**src/hdl/knndl_pkg.sv**
```systemverilog
package knndl_pkg;

  // List depth and stored distance width.
  localparam int K_MAX     = 16;
  localparam int DIST_BITS = 32;

  // Fixed field widths of the ports.
  localparam int FIELD_W = 32;
  localparam int K_W     = 5;
  localparam int SUM_W   = 36;

  // Derived widths.
  localparam int CNT_W  = $clog2(K_MAX + 1);
  localparam int IDX_W  = (K_MAX > 1) ? $clog2(K_MAX) : 1;
  localparam int PROD_W = CNT_W + FIELD_W;
  localparam int CMP_W  = (PROD_W > SUM_W) ? PROD_W : SUM_W;

  // Neighbour count after reset.
  localparam logic [K_W-1:0] K_RESET = K_W'(16);

  typedef logic [DIST_BITS-1:0] dist_t;

  // Step commands from the controller to the datapath.
  typedef struct packed {
    logic capture;
    logic update;
    logic accum;
    logic finish;
  } cmd_t;

  // Clamp the programmed neighbour count into 1..K_MAX.
  function automatic logic [CNT_W-1:0] eff_k(input logic [K_W-1:0] k);
    logic [CNT_W-1:0] r;
    if (k == '0) begin
      r = CNT_W'(1);
    end else if (int'(k) > K_MAX) begin
      r = CNT_W'(K_MAX);
    end else begin
      r = CNT_W'(k);
    end
    return r;
  endfunction

endpackage

```
**src/hdl/knndl_ctrl.sv**
```systemverilog
module knndl_ctrl (
  input  logic            clk_i,
  input  logic            rst_ni,
  input  logic            in_valid_i,
  output logic            in_stall_o,
  input  logic            out_stall_i,
  output logic            out_valid_o,
  output knndl_pkg::cmd_t cmd_o
);
  import knndl_pkg::*;

  typedef enum logic [1:0] {
    S_IDLE,
    S_UPDATE,
    S_ACCUM,
    S_CHECK
  } state_e;

  state_e state_q, state_d;
  logic   out_valid_q, out_valid_d;
  logic   out_free;

  // The result register is free when empty or being taken this cycle.
  assign out_free = !out_valid_q || !out_stall_i;

  // Next state and step commands.
  always_comb begin
    state_d     = state_q;
    out_valid_d = out_valid_q && out_stall_i;
    cmd_o       = '0;
    unique case (state_q)
      S_IDLE: begin
        if (in_valid_i) begin
          cmd_o.capture = 1'b1;
          state_d       = S_UPDATE;
        end
      end
      S_UPDATE: begin
        cmd_o.update = 1'b1;
        state_d      = S_ACCUM;
      end
      S_ACCUM: begin
        cmd_o.accum = 1'b1;
        state_d     = S_CHECK;
      end
      S_CHECK: begin
        if (out_free) begin
          cmd_o.finish = 1'b1;
          out_valid_d  = 1'b1;
          state_d      = S_IDLE;
        end
      end
      default: begin
        state_d = S_IDLE;
      end
    endcase
  end

  // State and result-valid registers.
  always_ff @(posedge clk_i or negedge rst_ni) begin
    if (!rst_ni) begin
      state_q     <= S_IDLE;
      out_valid_q <= 1'b0;
    end else begin
      state_q     <= state_d;
      out_valid_q <= out_valid_d;
    end
  end

  assign in_stall_o  = (state_q != S_IDLE);
  assign out_valid_o = out_valid_q;

endmodule

```
**src/hdl/knndl_dp.sv**
```systemverilog
module knndl_dp (
  input  logic                         clk_i,
  input  logic                         rst_ni,
  input  knndl_pkg::cmd_t              cmd_i,
  input  logic                         cfg_we_i,
  input  logic [knndl_pkg::K_W-1:0]    cfg_k_i,
  input  logic                         first_of_query_i,
  input  logic [knndl_pkg::FIELD_W-1:0] distance_sq_i,
  input  logic [knndl_pkg::FIELD_W-1:0] cutoff_score_i,
  output logic [knndl_pkg::SUM_W-1:0]  score_sum_o,
  output logic                         list_full_o,
  output logic                         pruned_o
);
  import knndl_pkg::*;

  // Sorted list cells; entries at or beyond the count are never compared.
  dist_t             list_q [K_MAX];
  dist_t             cell_d [K_MAX];

  logic [K_W-1:0]    k_cfg_q;
  dist_t             d_q;
  logic [FIELD_W-1:0] cutoff_q;
  logic [CNT_W-1:0]  count_q;
  logic [SUM_W-1:0]  sum_q;
  logic              pruned_q;
  logic [PROD_W-1:0] prod_q;
  dist_t             largest_q;
  logic              add_q;
  logic              sub_q;
  logic [SUM_W-1:0]  out_sum_q;
  logic              out_full_q;
  logic              out_pruned_q;

  logic [CNT_W-1:0]  keff;
  logic [CNT_W-1:0]  cnt_m1;
  logic [IDX_W-1:0]  top_idx;
  dist_t             largest;
  logic              ins;
  logic              rep;
  logic              place;
  logic [CNT_W-1:0]  len;
  logic              full;
  logic              prune_now;
  logic              gt;
  logic              prev_gt;
  dist_t             prev_val;

  assign keff    = eff_k(k_cfg_q);
  assign cnt_m1  = count_q - CNT_W'(1);
  assign top_idx = cnt_m1[IDX_W-1:0];
  assign largest = list_q[top_idx];

  // Insert while short of k, replace the largest once full.
  assign ins   = (count_q < keff);
  assign rep   = !ins && (count_q != '0) && (int'(count_q) <= K_MAX) && (d_q < largest);
  assign place = !pruned_q && (ins || rep);
  assign len   = ins ? count_q : cnt_m1;

  // Compare-and-shift cells: each slot keeps, takes the new distance,
  // or takes its lower neighbour.
  always_comb begin
    prev_gt  = 1'b0;
    prev_val = d_q;
    for (int i = 0; i < K_MAX; i++) begin
      gt        = (CNT_W'(i) >= len) || (list_q[i] > d_q);
      cell_d[i] = list_q[i];
      if ((CNT_W'(i) <= len) && gt) begin
        cell_d[i] = prev_gt ? prev_val : d_q;
      end
      prev_gt  = gt;
      prev_val = list_q[i];
    end
  end

  // Prune test on the updated list.
  assign full      = (count_q >= keff);
  assign prune_now = !pruned_q && full && (CMP_W'(sum_q) < CMP_W'(prod_q));

  // List storage.
  always_ff @(posedge clk_i) begin
    if (cmd_i.update && place) begin
      for (int i = 0; i < K_MAX; i++) begin
        list_q[i] <= cell_d[i];
      end
    end
  end

  // Request capture and step operands.
  always_ff @(posedge clk_i) begin
    if (cmd_i.capture) begin
      d_q      <= distance_sq_i[DIST_BITS-1:0];
      cutoff_q <= cutoff_score_i;
    end
    if (cmd_i.update) begin
      prod_q    <= PROD_W'(keff) * PROD_W'(cutoff_q);
      largest_q <= largest;
      add_q     <= place;
      sub_q     <= !pruned_q && rep;
    end
    if (cmd_i.finish) begin
      out_sum_q    <= prune_now ? '0 : sum_q;
      out_full_q   <= full;
      out_pruned_q <= pruned_q || prune_now;
    end
  end

  // Query state and the configuration register.
  always_ff @(posedge clk_i or negedge rst_ni) begin
    if (!rst_ni) begin
      k_cfg_q  <= K_RESET;
      count_q  <= '0;
      sum_q    <= '0;
      pruned_q <= 1'b0;
    end else begin
      if (cfg_we_i) begin
        k_cfg_q <= cfg_k_i;
      end
      if (cmd_i.capture && first_of_query_i) begin
        count_q  <= '0;
        sum_q    <= '0;
        pruned_q <= 1'b0;
      end
      if (cmd_i.update && !pruned_q && ins) begin
        count_q <= count_q + CNT_W'(1);
      end
      if (cmd_i.accum) begin
        sum_q <= sum_q + (add_q ? SUM_W'(d_q) : '0) - (sub_q ? SUM_W'(largest_q) : '0);
      end
      if (cmd_i.finish && prune_now) begin
        pruned_q <= 1'b1;
        sum_q    <= '0;
      end
    end
  end

  assign score_sum_o = out_sum_q;
  assign list_full_o = out_full_q;
  assign pruned_o    = out_pruned_q;

endmodule

```
**src/hdl/knn_distance_list_with_prune_top.sv**
```systemverilog
// Nearest-neighbour distance list with mean-cutoff pruning.
// Input channel: in_valid_i / in_stall_o carry one request of first_of_query_i,
// distance_sq_i and cutoff_score_i; it is taken when valid is high and stall
// is low. Each request gives exactly one result on out_valid_o / out_stall_i
// with score_sum_o, list_full_o and pruned_o; the result is taken when valid
// is high and out_stall_i is low.
// The neighbour count is written on cfg_valid_i / cfg_ready_o with
// cfg_k_in_use_i; ready is always high and writes belong between queries.
// A request passes four steps: capture, list update through the
// compare-and-shift cells, sum update, prune test, and its result is
// registered when the prune test ends. No new request is taken until the
// current one has left the prune-test step, as set by the controller's
// step sequence over the shared list and sum datapath.
// While the receiver stalls, a finished result is held in the output register
// and the next request is still taken; its result waits in the prune-test
// step until the output register is free.
// Reset clears the count, sum and pruned mark, empties the output register
// and sets the neighbour count to 16. The list needs no clearing.
module knn_distance_list_with_prune_top (
  input  logic                          clk_i,
  input  logic                          rst_ni,
  input  logic                          in_valid_i,
  output logic                          in_stall_o,
  input  logic                          first_of_query_i,
  input  logic [knndl_pkg::FIELD_W-1:0] distance_sq_i,
  input  logic [knndl_pkg::FIELD_W-1:0] cutoff_score_i,
  output logic                          out_valid_o,
  input  logic                          out_stall_i,
  output logic [knndl_pkg::SUM_W-1:0]   score_sum_o,
  output logic                          list_full_o,
  output logic                          pruned_o,
  input  logic                          cfg_valid_i,
  output logic                          cfg_ready_o,
  input  logic [knndl_pkg::K_W-1:0]     cfg_k_in_use_i
);
  import knndl_pkg::*;

  cmd_t cmd;

  assign cfg_ready_o = 1'b1;

  // Step sequencer.
  knndl_ctrl u_ctrl (
    .clk_i       (clk_i),
    .rst_ni      (rst_ni),
    .in_valid_i  (in_valid_i),
    .in_stall_o  (in_stall_o),
    .out_stall_i (out_stall_i),
    .out_valid_o (out_valid_o),
    .cmd_o       (cmd)
  );

  // List, sum and prune datapath.
  knndl_dp u_dp (
    .clk_i            (clk_i),
    .rst_ni           (rst_ni),
    .cmd_i            (cmd),
    .cfg_we_i         (cfg_valid_i && cfg_ready_o),
    .cfg_k_i          (cfg_k_in_use_i),
    .first_of_query_i (first_of_query_i),
    .distance_sq_i    (distance_sq_i),
    .cutoff_score_i   (cutoff_score_i),
    .score_sum_o      (score_sum_o),
    .list_full_o      (list_full_o),
    .pruned_o         (pruned_o)
  );

endmodule

```
**config.mk**
```make
export PLATFORM = sky130hd
export DESIGN_NAME = knn_distance_list_with_prune_top
export DESIGN_NICKNAME = d
export VERILOG_FILES = /design/src/hdl/knndl_pkg.sv /design/src/hdl/knndl_ctrl.sv /design/src/hdl/knndl_dp.sv /design/src/hdl/knn_distance_list_with_prune_top.sv
export SDC_FILE = /design/constraint.sdc
export NUM_CORES = 2
export LEC_CHECK = 0
export BUFFER_PORTS_ARGS = -buffer_cell sky130_fd_sc_hd__buf_2
export CAP_MARGIN = 20
export CORE_MARGIN = 2
export CORE_UTILIZATION = 40
export CTS_CLUSTER_DIAMETER = 150
export DETAILED_ROUTE_END_ITERATION = 10
export SYNTH_ARGS = -nofsm -noshare
export SYNTH_HDL_FRONTEND = slang
export SYNTH_SLANG_ARGS = --single-unit
export TNS_END_PERCENT = 20
```
**constraint.sdc**
```tcl
create_clock -name clk_i -period 19.8 [get_ports clk_i]
set_input_delay 0.99 -clock clk_i [delete_from_list [all_inputs] [get_ports clk_i]]
set_output_delay 0.99 -clock clk_i [all_outputs]
set_load 0.01 [all_outputs]
```
; After elaboration in Yosys (flattened, before gate mapping)
; Memories as Yosys holds them, arrays and structs flattened.
; Cells that the tools add are included.
[word_totals]
mem_bits_ro = 0
ff_bits = 223
latchBits = 0
memories = 1
ramBits = 512
word_cells = 196
input_bits = 75
output_inout_bits = 41
[mem_list]
columns = name, depth, width, rd, rd_clocked_by_memory_dff, write_ports, line
row1 = u_dp.list_q, 16, 32, 17, 0, 16, knndl_dp.sv:17  ; dist_t list_q [K_MAX];
[classes]
n_div = 0
shifts = 0
reduce_logical = 60
n_lt_le_gt_ge = 54
n_mul = 1
addsub = 4
n_eq_ne = 5
n_mux = 56
bitwise = 0
[ops]
columns = operator, count
row1 = $mux 32, 33
row2 = $gt 32x32->1, 16
row3 = $mux 36, 3
row4 = $ge 4x5->1 const A, 8
row5 = $le 4x5->1 const A, 8
row6 = $lt 36x37->1, 1
row7 = $mul 5x32->37, 1
row8 = $add 36x36->36, 1
row9 = $sub 36x36->36, 1
row10 = $lt 32x32->1, 1
row11 = $logic_and 1x1->1, 29
row12 = $mux 5, 5
row13 = $ge 3x5->1 const A, 4
row14 = $le 3x5->1 const A, 4
row15 = $logic_or 1x1->1, 19
row16 = $mux 1, 12
row17 = $ge 1x5->1 const A, 2
row18 = $ge 2x5->1 const A, 2
row19 = $le 1x5->1 const A, 2
row20 = $le 2x5->1 const A, 2
row21 = $pmux 2 s4, 1
row22 = $reduce_bool 2->1, 3
row23 = $add 5x1->5 const B, 1
row24 = $ge 5x5->1, 1
row25 = other kinds (15), 20

; Logic depth before layout (Yosys ltp)
[depth]
ltp_word = 13
ltp_mapped = 22
ltp_nobuf = 19

; Cells and area by module
; Synthesis repeated with hierarchy kept, for this count alone.
[unflattened]
cells_unflattened = 4435
area_unflattened_um2 = 54431.0
[by_module_without_submodules]
columns = module, cells_per_inst, seq_area_each_um2, instances, area_each_um2
row1 = knndl_dp, 4414, 21747.1, 1, 54200.7
row2 = knndl_ctrl, 19, 75.1, 1, 219.0
row3 = knn_distance_list_with_prune_top, 2, 0.0, 1, 11.3

; Worst setup path after synthesis
; OpenSTA, ideal clock, no wires.
[synth_timing]
path_type = register -> register
from = register u_dp.count_q[0]
to = memory u_dp.list_q[15][0] (netlist bit) (enable)
t_required_ns = 19.206
arrival_ns = 9.955
slack_ns = 9.250
setup_ns = 0.594
stages_incl_launch_ff = 21
period_less_slack_ns = 10.550
n_path_buf = 5
cell_sequence = dfrtp_1 > buf_2 > clkbuf_1 > inv_1 > ha_1 > clkbuf_1 > clkbuf_1 > buf_1 > mux4_2 > mux4_2 > inv_1 > ha_1 > a21o_1 > a21o_1 > a2111oi_0 > o221ai_1 > a211oi_1 > o211ai_1 > o21ai_0 > nand2_1 > a2111oi_0
[synth_lines]
columns = item, line
row1 = start: declaration, knndl_dp.sv:23  ; logic [CNT_W-1:0] count_q;
row2 = start signal: assignment, knndl_dp.sv:124  ; count_q <= count_q + CNT_W'(1);
row3 = end: declaration, knndl_dp.sv:17

==> impl.org <==
** Run status
- Run status :: finished clean

** Clock network
- Post-CTS timing repair inserted 0 buffers for setup.
- PostCTS Resize Cnt :: 0
- TritonCTS built the clock tree.
- The clock reaches the later pin of the worst-skew pair after roughly 720 ps.
- Buffers inserted during clock tree synthesis total 90.
- Clock tree synthesis found a total of 735 sinks.
- The cell sitting at the root of the clock tree is a clkbuf_16.
- Clock-pin slew reported for the worst setup and hold paths after clock tree synthesis :: approximately 60 ps
- After clock tree synthesis, the flow added hold-fix buffers numbering 0.
- Total number of H-tree levels :: 3
- Clk buf depth :: 3

** Setup path
- The worst register-to-register path ends at u_dp.list_q[5][22]$_DFFE_PP_.
- The worst setup path is of the register to register kind.
- Data arrives at the worst endpoint at 8770 ps.
- Number of cell instances on the worst register-to-register path :: 18
- The setup check on the worst reg-to-reg path leaves a slack of between 10000 and 15000 ps.
- For the worst setup path, the data required time is between 20000 and 25000 ps.
- Setup crit end kind :: register
- Critical-path maximum fanout :: slightly above 70
- Type of element launching the critical path :: register
- The worst register-to-register path begins at u_dp.count_q[0]$_DFFE_PN0P_.

** Routing
- DR DRC count :: 0
- Before antenna repair, the detailed router went through 6 iterations.
- In the final routed layout, each cell accounts on average for about 29 µm.
- The detail route stage leaves a number of antenna-violating nets equal to 0.
- Total length of routed wires :: between 150 and 200 mm
- Using the TritonRoute via totals, the vias-per-cell ratio works out to between 6 and 7.
- Number of vias after detailed routing :: 38529
- For this block, the initial DRC count from the detailed router was ~4000.

** Placed design
- Post-DP HPWL :: around 130 mm
- At the end of routability-driven placement, the weighted congestion stood at 0.969.
- Number of port buffers :: between 100 and 150
- Pre-CTS setup slack :: around 12000 ps

** Floorplan
- Floorplan Core Area :: 0.134 mm²
- In this run the vertical extent of the chip is roughly 370 µm.
- The die covers 0.138 mm².
- For this design the top-level I/O count stands at approximately 120.
- Starting density of the core :: about two fifths
- In this run the horizontal extent of the chip is about 370 µm.
- After floorplanning, the core was divided into approximately 130 placement rows.

** Layout
- Of the cells placed in the final design, the portion with a size suffix greater than 1 is roughly 22%.
- The net count of the finished layout is between 5000 and 6000.
- The library cell used most frequently in the layout, excluding fill and tap cells, is edfxtp_1.
- The library cells used most frequently in the layout, excluding fill and tap cells, are 685 x edfxtp_1, 669 x ha_1, 422 x mux2_2, 374 x inv_1, 220 x a21oi_1.
- Area overhead of the layout relative to synthesis :: 11.4%
- The layout has about 12000 filler cells.

** Timing
- Clock skew on the completed layout was measured at approximately 32 ps.
- At the pin with the least slew margin, the transition time is ~1300 ps.
- Relative max-transition margin :: 12.9%
- The final max-slew violation count was 0.
- In the final timing run, aggregate negative setup slack is 0 ps.
- Setup violations remaining at the end of the flow were counted as 0.
- For this run, the top clock speed supported by timing is approximately 0.12 GHz.
- For the finished layout, the period the worst path requires is 8430 ps.
- Setup repair after global routing left no endpoint under its margin.
- Final period util :: between 40% and 50%
- Number of hold-slack violations in the final timing report :: 0
- Worst Setup Slack, final :: 11370 ps

** Pwr
- In this run the power density over the cells is 150 mW/mm².
- Total Power :: around 9.0 mW
- IR analysis of the VDD net gives a maximum drop of between 0.1 and 0.15 mV.
- Leakage component of the power :: ~25 nW

** Yosys
- Yosys mapped a number of flops with a built-in enable equal to a little under 700.
- The most used flip-flop cell after synthesis is edfxtp_1.
- Syn Inst Count :: 4408
- Synthesized net count :: between 5000 and 6000
- Flops & latches, synth :: roughly 740
- Combined area of all synthesized cells :: about 0.054 mm²
- Post-synthesis cell type count :: 86
- In the synthesized netlist the async set-or-reset flop fraction comes to between 6 and 7%.
- Post-Syn Area per Cell :: approximately 12 µm²
- Synthesis Warnings :: 0
- Summing the sequential cell areas from Yosys gives between 40% and 50% of the chip area.

** Global route
- Pin count of the biggest net entering global routing :: 73
- Number of antenna violations at the first check in global routing :: 7
- The number of global-route vias before repair came to approximately 38000.
- Global routing used between 40% and 50% of the available met2 tracks.
- M3 GR Usage :: between 5 and 6%
- Gr usage total :: between 20% and 30%
- The layer flagged by global routing as most heavily used is met2.
- Congestion Overflow GR :: 0
- Met1 global-route usage :: between 30 and 40%
- The first global-routing pass estimated between 200 and 300 mm of wire.

** Worst hold path
- In this run the worst hold path is classified as input pin to asynchronous set/reset pin.

** Flow run
- Max-capacitance violation count :: 0
-- routing by layer --
| layer | up-vias | routed length, µm | part of all wire, % |
|---|---|---|---|
| li1 | 16945 | - | - |
| met1 | 19335 | 75500 | 41 |
| met2 | 1839 | 81200 | 44 |
| met3 | 406 | 16100 | 8.8 |
| met4 | 4 | 10100 | 5.5 |
| met5 | - | 27 | 0.015 |
-- worst max-delay path, cell delays in order (launching register included) --
cell and delay [ps]:
dfrtp_4 840, inv_1 310, ha_4 1000, buf_4 980, mux4_2 450, mux4_2 500, inv_1 100, ha_1 250
a21o_1 180, a21o_1 160, a2111oi_0 520, o221ai_1 210, a211oi_1 480, o211ai_1 190, o21ai_0 150, nand2_1 80
buf_4 260, nor3b_2 610, buf_4 560
-- flip-flops by register name (all words and copies together), names as in the netlist, 2 cells and up --
register          flops
u_dp.list_q         512
u_dp.largest_q       32
u_dp.score_sum_o     36
u_dp.count_q          5
u_dp.prod_q          37
u_dp.cutoff_q        32
u_dp.k_cfg_q          5
u_ctrl.state_q        2
u_dp.sum_q           36
u_dp.d_q             32
-- through the flow --
| step | utilization, % | instance area (µm²) | std cells | hold slack [ps] |
|---|---|---|---|---|
| 6_report | 44.9 | 60000 | 6410 | 417 |
| 5_1_grt | 44.9 | 60000 | 6409 | 424 |
| 4_1_cts | 44.9 | 60000 | 6404 | 402 |
| 3_5_place_dp | 42.7 | 57100 | 6240 | 501 |
| 3_3_place_gp | 42.7 | 57100 | 6240 | 495 |
| 2_1_floorplan | - | 53900 | 4408 | 475 |
-- worst max-delay path by stage --
stage / start / end / cells past startpoint
floorplan: u_dp.count_q[0]$_DFFE_PN0P_ / u_dp.list_q[15][0]$_DFFE_PP_ / 20
CTS: u_dp.count_q[0]$_DFFE_PN0P_ / u_dp.list_q[5][19]$_DFFE_PP_ / 18
global route: u_dp.count_q[0]$_DFFE_PN0P_ / u_dp.list_q[5][22]$_DFFE_PP_ / 18
global placement: u_dp.count_q[0]$_DFFE_PN0P_ / u_dp.list_q[5][17]$_DFFE_PP_ / 18
detailed placement: u_dp.count_q[0]$_DFFE_PN0P_ / u_dp.list_q[5][20]$_DFFE_PP_ / 18
finish: u_dp.count_q[0]$_DFFE_PN0P_ / u_dp.list_q[5][22]$_DFFE_PP_ / 18
-- cell type report --
class / instances / area (µm²) / share of cell area [%]
well taps: 1768 / 2210 / 3.69
flip-flops and latches: 735 / 21800 / 36.4
diodes: 1 / 2.50 / 0.00417
clock buffers: 115 / 2390 / 3.98
inverters: 374 / 1400 / 2.34
repair buffers: 229 / 1450 / 2.42
multi-input cells: 3139 / 30200 / 50.4
clock inverters: 49 / 512 / 0.852
-- cells by family after synthesis --
| kind of cell | Yosys count | synth area share (%) |
|---|---|---|
| fa+ha+maj | 793 | 20.1 |
| buf+inv | 534 | 3.98 |
| compound gates | 758 | 8.99 |
| other cells | 1 | 0.00696 |
| flops | 735 | 40.5 |
| mux | 649 | 16.9 |
| xor+xnor | 63 | 1.02 |
| simple gates | 875 | 8.47 |
-- cells in the mapped netlist (9+ instances only) --
master,number,share of area (%)
a211oi_1,24,0.33
a21o_1,166,2.3
a21oi_1,225,2.1
a31oi_1,10,0.12
and2_1,162,1.9
and3_1,21,0.24
buf_1,15,0.10
buf_2,36,0.33
buf_6,9,0.19
clkbuf_1,92,0.64
dfrtp_1,49,2.3
edfxtp_1,685,38
fa_1,122,4.5
ha_1,671,16
inv_1,374,2.6
mux2_1,65,1.4
mux2_2,422,8.8
mux4_2,160,6.7
nand2_1,205,1.4
nand2b_1,29,0.34
nand3_1,52,0.48
nand4_1,124,1.4
nor2_1,135,0.94
nor2b_1,56,0.65
nor3_1,32,0.30
nor4_1,16,0.19
o211ai_1,15,0.21
o21a_1,52,0.72
o21ai_0,159,1.5
o21bai_1,13,0.18
or2_2,10,0.12
or3_1,9,0.10
xnor2_1,42,0.68
xor2_1,21,0.34
-- report_power, final --
| part | internal (mW) | switching [mW] |
|---|---|---|
| registers | 2.20 | 0.290 |
| logic | 2.07 | 2.79 |
| clock network | 0.969 | 0.714 |
| total | 5.24 | 3.79 |
Power figures use the tool's default switching activity.
